## config.mk

```make
export PLATFORM = sky130hd
export DESIGN_NAME = progressive_channel_selector_top
export DESIGN_NICKNAME = d
export VERILOG_FILES = /design/src/rtl/pcs_pkg.sv /design/src/rtl/pcs_ram.sv /design/src/rtl/progressive_channel_selector_top.sv
export VERILOG_INCLUDE_DIRS = /design/src /design/src/rtl
export SDC_FILE = /design/constraint.sdc
export NUM_CORES = 2
export LEC_CHECK = 0
export ABC_AREA = 1
export BUFFER_PORTS_ARGS = -buffer_cell sky130_fd_sc_hd__buf_2
export CAP_MARGIN = 25
export CORE_ASPECT_RATIO = 1.75
export CORE_MARGIN = 4
export CORE_UTILIZATION = 29
export DETAILED_ROUTE_END_ITERATION = 10
export REMOVE_ABC_BUFFERS = 1
export SLEW_MARGIN = 15
export SYNTH_ARGS = -nofsm -noshare
export SYNTH_HDL_FRONTEND = slang
export SYNTH_HIERARCHICAL = 1
export SYNTH_SLANG_ARGS = --single-unit
```

## constraint.sdc

```tcl
create_clock -name clk -period 12.4 [get_ports clk]
set_input_delay 0.62 -clock clk [delete_from_list [all_inputs] [get_ports clk]]
set_output_delay 0.62 -clock clk [all_outputs]
set_load 0.005 [all_outputs]
```

## src/rtl/assert_macros.svh

```systemverilog
// Assertion macros used by the top-level RTL file
`ifndef ASSERT_MACROS_SVH
`define ASSERT_MACROS_SVH

// Same-cycle implication, disabled while reset is asserted
`define ASSERT_SAME(label, clk, rst_n, ante, cons, msg) \
    label: assert property (@(posedge clk) disable iff (!rst_n) (ante) |-> (cons)) \
        else $error(msg);

// Next-cycle implication, disabled while reset is asserted
`define ASSERT_NEXT(label, clk, rst_n, ante, cons, msg) \
    label: assert property (@(posedge clk) disable iff (!rst_n) (ante) |=> (cons)) \
        else $error(msg);

`endif

```

## src/rtl/pcs_pkg.sv

```systemverilog
// Types and constants of the progressive channel selector
package pcs_pkg;

    // Field widths
    localparam int FREQ_W  = 16;
    localparam int COUNT_W = 16;
    localparam int FRAC_IN_W = 16;
    localparam int CFG_W   = 7;
    localparam int CONN_W  = 22;
    localparam int FRAC_W  = 20;
    localparam int Q_SHIFT = 12;
    localparam int WANT_W  = CONN_W + FRAC_W;

    // Saturation limits
    localparam logic [CONN_W-1:0] CONN_MAX = '1;
    localparam logic [FRAC_W-1:0] FRAC_MAX = '1;

    // Register reset values
    localparam logic [CFG_W-1:0] MIN_RESET = 7'd0;
    localparam logic [CFG_W-1:0] MAX_RESET = 7'd64;

    // Configuration register indexes
    localparam logic CFG_MIN = 1'b0;
    localparam logic CFG_MAX = 1'b1;

    // Item kinds
    typedef enum logic [1:0] {
        REQ_HIST  = 2'd0,
        REQ_AVAIL = 2'd1,
        REQ_SCAN  = 2'd2,
        REQ_CLEAR = 2'd3
    } req_t;

    // One table entry as stored in the RAM
    typedef struct packed {
        logic [FREQ_W-1:0]  freq;
        logic [COUNT_W-1:0] count;
    } entry_t;

    localparam int ENTRY_W = $bits(entry_t);

    // Sequencer states
    typedef enum logic [3:0] {
        ST_IDLE,
        ST_MUL,
        ST_POP_CHECK,
        ST_POP_ACC,
        ST_EMIT_RD,
        ST_EMIT_LD,
        ST_HIST_RD,
        ST_HIST_CMP,
        ST_AVAIL_RD,
        ST_AVAIL_CMP
    } state_t;

endpackage

```

## src/rtl/pcs_ram.sv

```systemverilog
// Generic single-write, single-read RAM with registered read data
module pcs_ram #(
    parameter int WIDTH = 32,
    parameter int DEPTH = 64
) (
    input  logic                     clk,
    input  logic                     we,
    input  logic [$clog2(DEPTH)-1:0] waddr,
    input  logic [WIDTH-1:0]         wdata,
    input  logic                     re,
    input  logic [$clog2(DEPTH)-1:0] raddr,
    output logic [WIDTH-1:0]         rdata
);

    logic [WIDTH-1:0] mem [DEPTH];

    // Write port and registered read port
    always_ff @(posedge clk)
    begin
        if (we)
        begin
            mem[waddr] <= wdata;
        end
        if (re)
        begin
            rdata <= mem[raddr];
        end
    end

endmodule

```

## src/rtl/progressive_channel_selector_top.sv

```systemverilog
// Progressive channel selector: sorted channel table with fraction-driven hand-out
//
// Holds up to TABLE_DEPTH channels in a circular RAM, sorted by descending past
// connection count. One item is worked on at a time; item_stall is high until
// the sequencer is back in idle. Most steps need one RAM read, and the RAM read
// data is registered, so the RAM port sets the timing. A history entry moves
// each entry with a smaller count up one by one and is then written, as the new
// head if every entry had a smaller count; an available channel is compared
// with each entry and appended at the tail unless a duplicate is found. Both
// are dropped when the table is full. A scan request does the target multiply,
// pops channels, makes a final stop check and emits its results (one result
// minimum); a stalled result holds the output register and the sequencer.
// A clear returns straight to idle. Results leave through an output
// register, so the next item can be taken while the last result of a request
// still waits. Table storage has no reset; only the fill count, head pointer,
// totals, state, result valid flag and configuration registers are reset.
`include "assert_macros.svh"

module progressive_channel_selector_top
    import pcs_pkg::*;
#(
    parameter int TABLE_DEPTH = 64
) (
    input  logic                 clk,
    input  logic                 rst_n,
    // configuration
    input  logic                 cfg_we,
    input  logic                 cfg_index,
    input  logic [CFG_W-1:0]     cfg_data,
    // input items
    input  logic                 item_valid,
    output logic                 item_stall,
    input  logic [1:0]           req_type,
    input  logic [FREQ_W-1:0]    channel_freq,
    input  logic [COUNT_W-1:0]   conn_count,
    input  logic [FRAC_IN_W-1:0] fraction_q12,
    // results
    output logic                 result_valid,
    input  logic                 result_stall,
    output logic [FREQ_W-1:0]    out_freq,
    output logic                 out_valid,
    output logic                 out_last,
    output logic                 more_left
);

    localparam int AW = $clog2(TABLE_DEPTH);
    localparam int CW = $clog2(TABLE_DEPTH + 1);
    localparam int SW = CW + 1;

    // Sequencer and table control
    state_t                state_reg, state_next;
    logic [CW-1:0]         used_reg, used_next;
    logic [AW-1:0]         head_reg, head_next;
    logic [AW-1:0]         start_head_reg, start_head_next;
    logic [CW-1:0]         idx_reg, idx_next;
    logic [CW-1:0]         n_reg, n_next;
    logic [CW-1:0]         k_reg, k_next;

    // Totals
    logic [CONN_W-1:0]     total_reg, total_next;
    logic [CONN_W-1:0]     prov_reg, prov_next;
    logic [FRAC_W-1:0]     frac_reg, frac_next;
    logic [WANT_W-1:0]     want_reg, want_next;

    // Item being loaded
    logic [FREQ_W-1:0]     new_freq_reg, new_freq_next;
    logic [COUNT_W-1:0]    new_count_reg, new_count_next;

    // Configuration
    logic [CFG_W-1:0]      min_reg, min_next;
    logic [CFG_W-1:0]      max_reg, max_next;

    // Output register
    logic                  res_valid_reg, res_valid_next;
    logic [FREQ_W-1:0]     out_freq_reg, out_freq_next;
    logic                  out_valid_reg, out_valid_next;
    logic                  out_last_reg, out_last_next;
    logic                  more_left_reg, more_left_next;

    // RAM port
    logic                  ram_we, ram_re;
    logic [AW-1:0]         ram_addr;
    entry_t                ram_wdata;
    logic [ENTRY_W-1:0]    ram_rdata;
    entry_t                rd_entry;

    // Address generation
    logic [AW-1:0]         base_sel;
    logic [CW-1:0]         log_sel;
    logic [SW-1:0]         addr_sum;

    // Conditions and arithmetic
    logic                  accept;
    logic                  table_full;
    logic                  pop_stop;
    logic                  min_met, max_hit, target_met;
    logic                  out_free;
    logic                  emit_empty, emit_last;
    logic                  hist_move, avail_match, idx_at_end;
    logic [CFG_W-1:0]      n_ext;
    logic [CONN_W:0]       tot_sum, prov_sum;
    logic [FRAC_W:0]       frac_sum;
    logic [WANT_W-1:0]     product;
    logic [WANT_W-1:0]     prov_scaled;
    logic [AW-1:0]         head_inc;

    assign rd_entry = entry_t'(ram_rdata);

    // Table RAM, one word per entry
    pcs_ram #(
        .WIDTH (ENTRY_W),
        .DEPTH (TABLE_DEPTH)
    ) u_table (
        .clk   (clk),
        .we    (ram_we),
        .waddr (ram_addr),
        .wdata (ram_wdata),
        .re    (ram_re),
        .raddr (ram_addr),
        .rdata (ram_rdata)
    );

    // Handshake
    assign item_stall   = (state_reg != ST_IDLE);
    assign accept       = item_valid && (state_reg == ST_IDLE);
    assign out_free     = !res_valid_reg || !result_stall;
    assign result_valid = res_valid_reg;
    assign out_freq     = out_freq_reg;
    assign out_valid    = out_valid_reg;
    assign out_last     = out_last_reg;
    assign more_left    = more_left_reg;

    // Stop rules for popping
    assign table_full  = (used_reg == CW'(TABLE_DEPTH));
    assign n_ext       = CFG_W'(n_reg);
    assign min_met     = (n_ext >= min_reg);
    assign max_hit     = (n_ext >= max_reg);
    assign prov_scaled = WANT_W'({prov_reg, {Q_SHIFT{1'b0}}});
    assign target_met  = (prov_scaled >= want_reg);
    assign pop_stop    = (used_reg == '0) || (min_met && (target_met || max_hit));

    // Emit, insert and duplicate-check conditions
    assign emit_empty  = (n_reg == '0);
    assign emit_last   = emit_empty || ((k_reg + CW'(1)) == n_reg);
    assign hist_move   = (rd_entry.count < new_count_reg);
    assign avail_match = (rd_entry.freq == new_freq_reg);
    assign idx_at_end  = (idx_reg == used_reg);

    // Saturating adders and target multiply
    assign tot_sum  = {1'b0, total_reg} + (CONN_W + 1)'(conn_count);
    assign prov_sum = {1'b0, prov_reg} + (CONN_W + 1)'(rd_entry.count);
    assign frac_sum = {1'b0, frac_reg} + (FRAC_W + 1)'(fraction_q12);
    assign product  = frac_reg * total_reg;

    assign head_inc = (head_reg == AW'(TABLE_DEPTH - 1)) ? '0 : head_reg + AW'(1);

    // Logical index to physical RAM address, wrapped around the head
    always_comb
    begin
        base_sel = head_reg;
        log_sel  = idx_reg;
        unique case (state_reg)
            ST_HIST_RD:
            begin
                log_sel = (idx_reg == '0) ? '0 : idx_reg - CW'(1);
            end
            ST_POP_CHECK:
            begin
                log_sel = '0;
            end
            ST_EMIT_RD:
            begin
                base_sel = start_head_reg;
                log_sel  = k_reg;
            end
            default:
            begin
                log_sel = idx_reg;
            end
        endcase
    end

    assign addr_sum = SW'(base_sel) + SW'(log_sel);
    assign ram_addr = (addr_sum >= SW'(TABLE_DEPTH)) ? AW'(addr_sum - SW'(TABLE_DEPTH))
                                                     : AW'(addr_sum);

    // Next state
    always_comb
    begin
        state_next = state_reg;
        unique case (state_reg)
            ST_IDLE:
            begin
                if (accept)
                begin
                    unique case (req_t'(req_type))
                        REQ_HIST:  state_next = table_full ? ST_IDLE : ST_HIST_RD;
                        REQ_AVAIL: state_next = table_full ? ST_IDLE : ST_AVAIL_RD;
                        REQ_SCAN:  state_next = ST_MUL;
                        REQ_CLEAR: state_next = ST_IDLE;
                    endcase
                end
            end
            ST_MUL:
            begin
                state_next = ST_POP_CHECK;
            end
            ST_POP_CHECK:
            begin
                state_next = pop_stop ? ST_EMIT_RD : ST_POP_ACC;
            end
            ST_POP_ACC:
            begin
                state_next = ST_POP_CHECK;
            end
            ST_EMIT_RD:
            begin
                if (out_free)
                begin
                    state_next = ST_EMIT_LD;
                end
            end
            ST_EMIT_LD:
            begin
                state_next = emit_last ? ST_IDLE : ST_EMIT_RD;
            end
            ST_HIST_RD:
            begin
                state_next = (idx_reg == '0) ? ST_IDLE : ST_HIST_CMP;
            end
            ST_HIST_CMP:
            begin
                state_next = hist_move ? ST_HIST_RD : ST_IDLE;
            end
            ST_AVAIL_RD:
            begin
                state_next = idx_at_end ? ST_IDLE : ST_AVAIL_CMP;
            end
            ST_AVAIL_CMP:
            begin
                state_next = avail_match ? ST_IDLE : ST_AVAIL_RD;
            end
            default:
            begin
                state_next = ST_IDLE;
            end
        endcase
    end

    // Datapath, RAM control and output register
    always_comb
    begin
        used_next       = used_reg;
        head_next       = head_reg;
        start_head_next = start_head_reg;
        idx_next        = idx_reg;
        n_next          = n_reg;
        k_next          = k_reg;
        total_next      = total_reg;
        prov_next       = prov_reg;
        frac_next       = frac_reg;
        want_next       = want_reg;
        new_freq_next   = new_freq_reg;
        new_count_next  = new_count_reg;
        min_next        = min_reg;
        max_next        = max_reg;
        out_freq_next   = out_freq_reg;
        out_valid_next  = out_valid_reg;
        out_last_next   = out_last_reg;
        more_left_next  = more_left_reg;
        res_valid_next  = res_valid_reg && result_stall;
        ram_we          = 1'b0;
        ram_re          = 1'b0;
        ram_wdata       = '{freq: new_freq_reg, count: new_count_reg};

        // Configuration writes
        if (cfg_we)
        begin
            unique case (cfg_index)
                CFG_MIN: min_next = cfg_data;
                CFG_MAX: max_next = cfg_data;
            endcase
        end

        unique case (state_reg)
            ST_IDLE:
            begin
                if (accept)
                begin
                    new_freq_next  = channel_freq;
                    new_count_next = conn_count;
                    unique case (req_t'(req_type))
                        REQ_HIST:
                        begin
                            if (!table_full)
                            begin
                                total_next = tot_sum[CONN_W] ? CONN_MAX : tot_sum[CONN_W-1:0];
                                idx_next   = used_reg;
                            end
                        end
                        REQ_AVAIL:
                        begin
                            new_count_next = '0;
                            idx_next       = '0;
                        end
                        REQ_SCAN:
                        begin
                            frac_next = frac_sum[FRAC_W] ? FRAC_MAX : frac_sum[FRAC_W-1:0];
                            start_head_next = head_reg;
                            n_next = '0;
                            k_next = '0;
                        end
                        REQ_CLEAR:
                        begin
                            used_next  = '0;
                            total_next = '0;
                            prov_next  = '0;
                            frac_next  = '0;
                        end
                    endcase
                end
            end
            ST_MUL:
            begin
                want_next = product;
            end
            ST_POP_CHECK:
            begin
                ram_re = !pop_stop;
            end
            ST_POP_ACC:
            begin
                prov_next = prov_sum[CONN_W] ? CONN_MAX : prov_sum[CONN_W-1:0];
                n_next    = n_reg + CW'(1);
                used_next = used_reg - CW'(1);
                head_next = head_inc;
            end
            ST_EMIT_RD:
            begin
                ram_re = out_free && !emit_empty;
            end
            ST_EMIT_LD:
            begin
                res_valid_next = 1'b1;
                out_freq_next  = emit_empty ? '0 : rd_entry.freq;
                out_valid_next = !emit_empty;
                out_last_next  = emit_last;
                more_left_next = (used_reg != '0);
                k_next         = k_reg + CW'(1);
            end
            ST_HIST_RD:
            begin
                // slot zero reached: the new entry becomes the head
                if (idx_reg == '0)
                begin
                    ram_we    = 1'b1;
                    used_next = used_reg + CW'(1);
                end
                else
                begin
                    ram_re = 1'b1;
                end
            end
            ST_HIST_CMP:
            begin
                ram_we = 1'b1;
                if (hist_move)
                begin
                    ram_wdata = rd_entry;
                    idx_next  = idx_reg - CW'(1);
                end
                else
                begin
                    used_next = used_reg + CW'(1);
                end
            end
            ST_AVAIL_RD:
            begin
                // no duplicate found: append at the tail
                if (idx_at_end)
                begin
                    ram_we    = 1'b1;
                    used_next = used_reg + CW'(1);
                end
                else
                begin
                    ram_re = 1'b1;
                end
            end
            ST_AVAIL_CMP:
            begin
                idx_next = idx_reg + CW'(1);
            end
            default:
            begin
                ram_we = 1'b0;
            end
        endcase
    end

    // Control registers
    always_ff @(posedge clk or negedge rst_n)
    begin
        if (!rst_n)
        begin
            state_reg     <= ST_IDLE;
            used_reg      <= '0;
            head_reg      <= '0;
            total_reg     <= '0;
            prov_reg      <= '0;
            frac_reg      <= '0;
            min_reg       <= MIN_RESET;
            max_reg       <= MAX_RESET;
            res_valid_reg <= 1'b0;
        end
        else
        begin
            state_reg     <= state_next;
            used_reg      <= used_next;
            head_reg      <= head_next;
            total_reg     <= total_next;
            prov_reg      <= prov_next;
            frac_reg      <= frac_next;
            min_reg       <= min_next;
            max_reg       <= max_next;
            res_valid_reg <= res_valid_next;
        end
    end

    // Payload and working registers
    always_ff @(posedge clk)
    begin
        start_head_reg <= start_head_next;
        idx_reg        <= idx_next;
        n_reg          <= n_next;
        k_reg          <= k_next;
        want_reg       <= want_next;
        new_freq_reg   <= new_freq_next;
        new_count_reg  <= new_count_next;
        out_freq_reg   <= out_freq_next;
        out_valid_reg  <= out_valid_next;
        out_last_reg   <= out_last_next;
        more_left_reg  <= more_left_next;
    end

    // Checks
    `ASSERT_SAME(a_used_bound, clk, rst_n, 1'b1, used_reg <= CW'(TABLE_DEPTH), "fill count beyond table depth")
    `ASSERT_SAME(a_pop_nonempty, clk, rst_n, state_reg == ST_POP_ACC, used_reg != '0, "pop from empty table")
    `ASSERT_SAME(a_load_free, clk, rst_n, state_reg == ST_EMIT_LD, !res_valid_reg, "output register overwritten")
    `ASSERT_SAME(a_empty_last, clk, rst_n, res_valid_reg && !out_valid_reg, out_last_reg, "empty answer not last")
    `ASSERT_NEXT(a_last_idle, clk, rst_n, state_reg == ST_EMIT_LD && emit_last, state_reg == ST_IDLE, "request did not end after last result")

endmodule
```

# --- After elaboration in Yosys (flattened, before gate mapping) ---
# Memories as Yosys holds them, arrays and structs flattened. A register that Yosys moved wholly into a read port is not among the register bits.
# Cells that the tools add are included.
op_classes:
  add_sub_neg: 12
  mul: 1
  magnitude_cmp: 5
  eq_ne: 28
  mux: 52
  bitwise_logic: 1
  n_reduce_logical: 38
ops:
  columns: ["cell", "n"]
  rows:
  - ["$mux W22", 5]
  - ["$pmux W22 S2", 2]
  - ["$mux W7", 11]
  - ["$mux W32", 2]
  - ["$add A22 B16 Y23", 2]
  - ["$ge A34 B42 Y1", 1]
  - ["$mul A20 B22 Y42", 1]
  - ["$pmux W7 S2", 3]
  - ["$pmux W7 S3", 2]
  - ["$pmux W20 S2", 1]
  - ["$pmux W4 S9", 1]
  - ["$pmux W7 S5", 1]
  - ["$add A7 B1 Y7 const B", 4]
  - ["$add A20 B16 Y21", 1]
  - ["$logic_not A7 Y1", 3]
  - ["$mux W20", 1]
  - ["$mux W4", 5]
  - ["$mux W6", 3]
  - ["$eq A16 B16 Y1", 1]
  - ["$eq A4 B3 Y1 const B", 4]
  - ["$lt A16 B16 Y1", 1]
  - ["$pmux W4 S4", 1]
  - ["$mux W3", 5]
  - ["$reduce_and A3 Y1", 5]
  - ["37 further kinds", 71]
word_totals:
  register_bits: 216
  ramBits: 2048
  wordCells: 158
  mem_count: 1
memory_table:
  columns: ["name", "words", "width", "rd", "rd_clocked_by_memory_dff", "wr", "line", "rtl"]
  rows:
  - ["u_table.mem", 64, 32, 1, 1, 1, "pcs_ram.sv:15", "logic [WIDTH-1:0] mem [DEPTH];"]

# --- Logic depth before layout (Yosys ltp) ---
logic_depth:
  depth_word: 6
  mapped_depth: 27
  depth_no_buf: 26

# --- By module ---
# Netlist, hierarchy kept.
modules_own_cells:
  columns: ["module", "n_inst", "cells_per_inst", "area_each_um2"]
  rows:
  - ["pcs_ram", 1, 6769, 83058.4]
  - ["progressive_channel_selector_top", 1, 3823, 29565.9]

# --- Worst setup path before layout ---
# No wires, ideal clock.
synth_timing:
  path_type: "reg2reg"
  start: "register state_reg[1]"
  end: "memory u_table.mem[48][0], enable pin"
  setup_ps: 503
  arrival_ps: 5916
  setup_slack_ps: 5981
  stages_incl_launch_ff: 17
  synth_period_minus_slack_ps: 6419
  path_cell_list: "dfrtp_1 > nor2_2 > inv_2 > nor2_2 > clkbuf_1 > nand2_1 > a31oi_1 > ha_1 > a21oi_1 > nand2_1 > nand2_1 > nand2_1 > a21oi_1 > xnor2_1 > xor2_1 > nand4_1 > nor4_1"
synth_between:
  elab_chain_len: 5
synth_lines:
  columns: ["element", "line", "rtl"]
  rows:
  - ["start, declared", "progressive_channel_selector_top.sv:51", "state_t state_reg, state_next;"]
  - ["start signal, assigned", "progressive_channel_selector_top.sv:418", "state_reg <= state_next;"]
  - ["$eq A4 B3 Y1 / $eq A4 B2 Y1 (equally long branches)", "progressive_channel_selector_top.sv:162", "unique case (state_reg)"]
  - ["$pmux W7 S3 / $mux W6 (equally long branches)", "progressive_channel_selector_top.sv:162", null]
  - ["$add A6 B7 Y8 (*)", "progressive_channel_selector_top.sv:183", "assign addr_sum = SW'(base_sel) + SW'(log_sel);"]
  - ["net addr_sum[5]", "progressive_channel_selector_top.sv:90", "logic [SW-1:0] addr_sum;"]
  - ["$ge A8 B7 Y1 / $sub A6 B1 Y6 (equally long branches)", "progressive_channel_selector_top.sv:184", "assign ram_addr = (addr_sum >= SW'(TABLE_DEPTH)) ? AW'(addr_sum - SW'(TABLE_DEPTH))"]
  - ["$mux W6 (*)", "progressive_channel_selector_top.sv:184", null]
  - ["end, declared", "pcs_ram.sv:15", null]
# The timed path passes the listed nets; every way through them passes the cells marked *.

# --- Final worst setup path ---
layout_timing:
  start: "register frac_reg[2]"
  end: "register want_reg[26], data pin"
layout_between:
  elab_chain_len: 1
layout_lines:
  columns: ["element", "line", "rtl"]
  rows:
  - ["start, declared", "progressive_channel_selector_top.sv:62", "logic [FRAC_W-1:0] frac_reg, frac_next;"]
  - ["start signal, assigned", "progressive_channel_selector_top.sv:423", "frac_reg <= frac_next;"]
  - ["$mul A20 B22 Y42", "progressive_channel_selector_top.sv:153", "assign product = frac_reg * total_reg;"]
  - ["net product[26]", "progressive_channel_selector_top.sv:103", "logic [WANT_W-1:0] product;"]
  - ["end signal, assigned", "progressive_channel_selector_top.sv:437", "want_reg <= want_next;"]
  - ["end, declared", "progressive_channel_selector_top.sv:63", "logic [WANT_W-1:0] want_reg, want_next;"]
# The timed path passes the listed nets, and every way through them passes these cells.
# A chain may end at the register's enable or synchronous reset.

==> results_dict.tcl <==
set metrics [dict create \
    outcome "complete, no violations" \
    insertion_delay_ps 930 \
    die_width_um 479.1 \
    row_count 302 \
    grt_start_max_net_pins 246 \
    yosysTopAreaCellShare 0.5866 \
    worst_pin_slew_ps 1221 \
    setup_violations 0 \
    mostFrequentLayoutCells "3263 x nand2_1, 2200 x edfxtp_1, 2025 x nand3_1" \
    grt_use_total 0.1719 \
    setup_tns_ps 0 \
    grt_pass1_vias 77540 \
    yosysSeqAreaShare 0.6079 \
    wl_per_cell_um 22.14 \
    cts-root-buf "clkbuf_16" \
    synth-edff-count 2200 \
    relSlewSlack 0.1857 \
    nNetsFinal 11260 \
    crit_fanout 24 \
    yosysWarnings 6 \
    cp-end-kind "register" \
    async_flop_share 0.04181 \
    grt_pass1_wl_um 511900 \
    yosys-top-cells-area "edfxtp_1 59%, nand2_1 11%, nand3_1 9.0%" \
    period_needed_ps 7730 \
    synth_area_sq_um 112600 \
    cp_top_family "adder cells" \
    critPathLaunchType "register" \
    htree_num_levels 4 \
    die_area_sq_um 398800 \
    die_h_um 832.4 \
    hold_viol 0 \
    overflow 0 \
    finalCritPeriodShare 0.6234 \
    min_path_type "in2reg" \
    hpwl_um 220700 \
    area_delta_synth_final_pct 12.39 \
    clockBufferDepth 4 \
    io_pins 84 \
    fmax_mhz 129.4 \
    drt-initial-drc-count 6502 \
    ys_ff_latch 2296 \
    drive_gt1_frac 0.07255 \
    cts_inserted_buffers 217 \
    wl_um 352300 \
    ys.flop_type "edfxtp_1" \
    ys_types 58 \
    cts_sinks 2296 \
    final_common_cell "nand2_1" \
    grt_antenna_before_repair 9 \
    io_buffers 83 \
    maxSlewViolCount 0 \
    cap_violations 0 \
    ant_nets 0 \
    path_clk_slew_ps 70 \
    viasPerCell 4.893 \
    critPathKind "reg2reg" \
    drt_pass1_iterations 5 \
    path_buf_inv 5 \
    syn_avg_cell_area_sq_um 10.63 \
    rsz0062_at_grt "no" \
    cp.required_ps 13010 \
    crit_top_cell "fa_1" \
    core_sq_um 386600 \
    worst_path_largest_cell_delay_ps 1030 \
    largest_reg_flops 2048 \
    via_count 77850 \
    crit_arrival_ps 8340 \
    fin_skew_ps 119.2 \
    drc 0 \
    start_util 0.2914 \
    cp_cell_sequence "nand2_1, inv_1, fa_1, fa_1, inv_1, fa_1, inv_1, fa_1, fa_1, fa_1, inv_1, fa_1, inv_1, ha_1, a21oi_1, a21boi_0, nand2_1, nand2_1, nand3b_1, a21oi_1, o21ai_0, xor2_1" \
    routabilityCongestion 0.9514 \
    synthCells 10590 \
    cts_tree "yes" \
    critical_path.slowest_cell "dfrtp_1" \
    synth_top_area_cell "edfxtp_1" \
]
per-stage QoR:
stage / worst slack (ps) / std cells / utilization / hold slack, ps / area [sq um]
after floorplan: -31670 / 10030 / - / 324.4 / 109900
after global placement: 4680 / 15490 / 0.3088 / 469.9 / 119400
after detailed placement: 4716 / 15500 / 0.3088 / 473.2 / 119400
after CTS: 4674 / 15900 / 0.3274 / 33.65 / 126500
after global routing: 4439 / 15910 / 0.3274 / 73.52 / 126600
final: 4670 / 15910 / 0.3275 / 84.18 / 126600
cells by family (layout without fill, tap and decap cells):
kind of cell,count (synthesis),after routing,share of synthesized area
fa+ha+maj,629,629,0.09394
buf+inv,1494,1640,0.05527
simple gates,5663,5663,0.2143
flops,2296,2296,0.6079
xor+xnor,112,112,0.008710
other cells,0,6,0
compound gates,398,398,0.01986
final timing paths:
check                       startpoint  depth (start not counted)  slack [ps]            to
min in group asynchronous        rst_n                          2         370    max_reg[5]
min reg2reg                 min_reg[1]                          2         490    min_reg[1]
max in group asynchronous        rst_n                          3       10810  total_reg[3]
max reg2reg                frac_reg[2]                         22        4670  want_reg[26]
max                        frac_reg[2]                         22        4670  want_reg[26]
min                        cfg_data[5]                          3          80    max_reg[5]
synth_stat cells, types with 6 or more instances:
cell type  number
a21o_1         15
a21oi_1       145
a31oi_1        26
buf_1          40
buf_2         295
buf_4          49
clkbuf_1      176
dfrtp_1        95
edfxtp_1     2200
fa_1          361
ha_1          268
inv_1         908
inv_2          14
nand2_1      3276
nand2_2         6
nand3_1      2025
nand3b_1        9
nand4_1        29
nor2_1        245
nor3_1         22
nor4_1         20
o21a_1          6
o21ai_0       145
o21ai_1        11
o21ai_2         6
o21bai_1       13
or2_2           7
xnor2_1        38
xor2_1         74
layer usage:
layer / wire [um] / vias up / track usage
met5: 0 / - / 0
met4: 29990 / 0 / 0.1267
met3: 18410 / 886 / 0.01796
met2: 181800 / 2741 / 0.3124
met1: 122100 / 38550 / 0.1839
li1: - / 35670 / -
worst register-to-register path, delay by kind of cell (launching register included):
family / cells / cell delay (ps)
AOI/OAI and AO/OA: 4 / 1530
xor gates and xnor gates: 1 / 220
adders and majority gates: 8 / 3760
buffers and inverters: 5 / 330
DFF: 1 / 1030
and+or+nand+nor: 4 / 580
area by class of cell:
class / count / area, sq um
well taps: 5168 / 6466
clock buffers: 252 / 5583
flip-flops and latches: 2296 / 68470
fillers: 38560 / 260000
repair buffers: 323 / 2347
multi-input cells: 6802 / 38780
diodes: 6 / 15.01
inverters: 927 / 3518
clock inverters: 138 / 1403
what timing repair did:
action                                 in CTS  in global routing
hold buffers                               19                  0
endpoints found under the hold margin      71                  0
gates resized for setup                     0                  0
buffers inserted                            0                  0
Power is left out: the tool's default activity adds up to more than one toggle a clock period on the data nets, which glitch-free logic cannot reach.
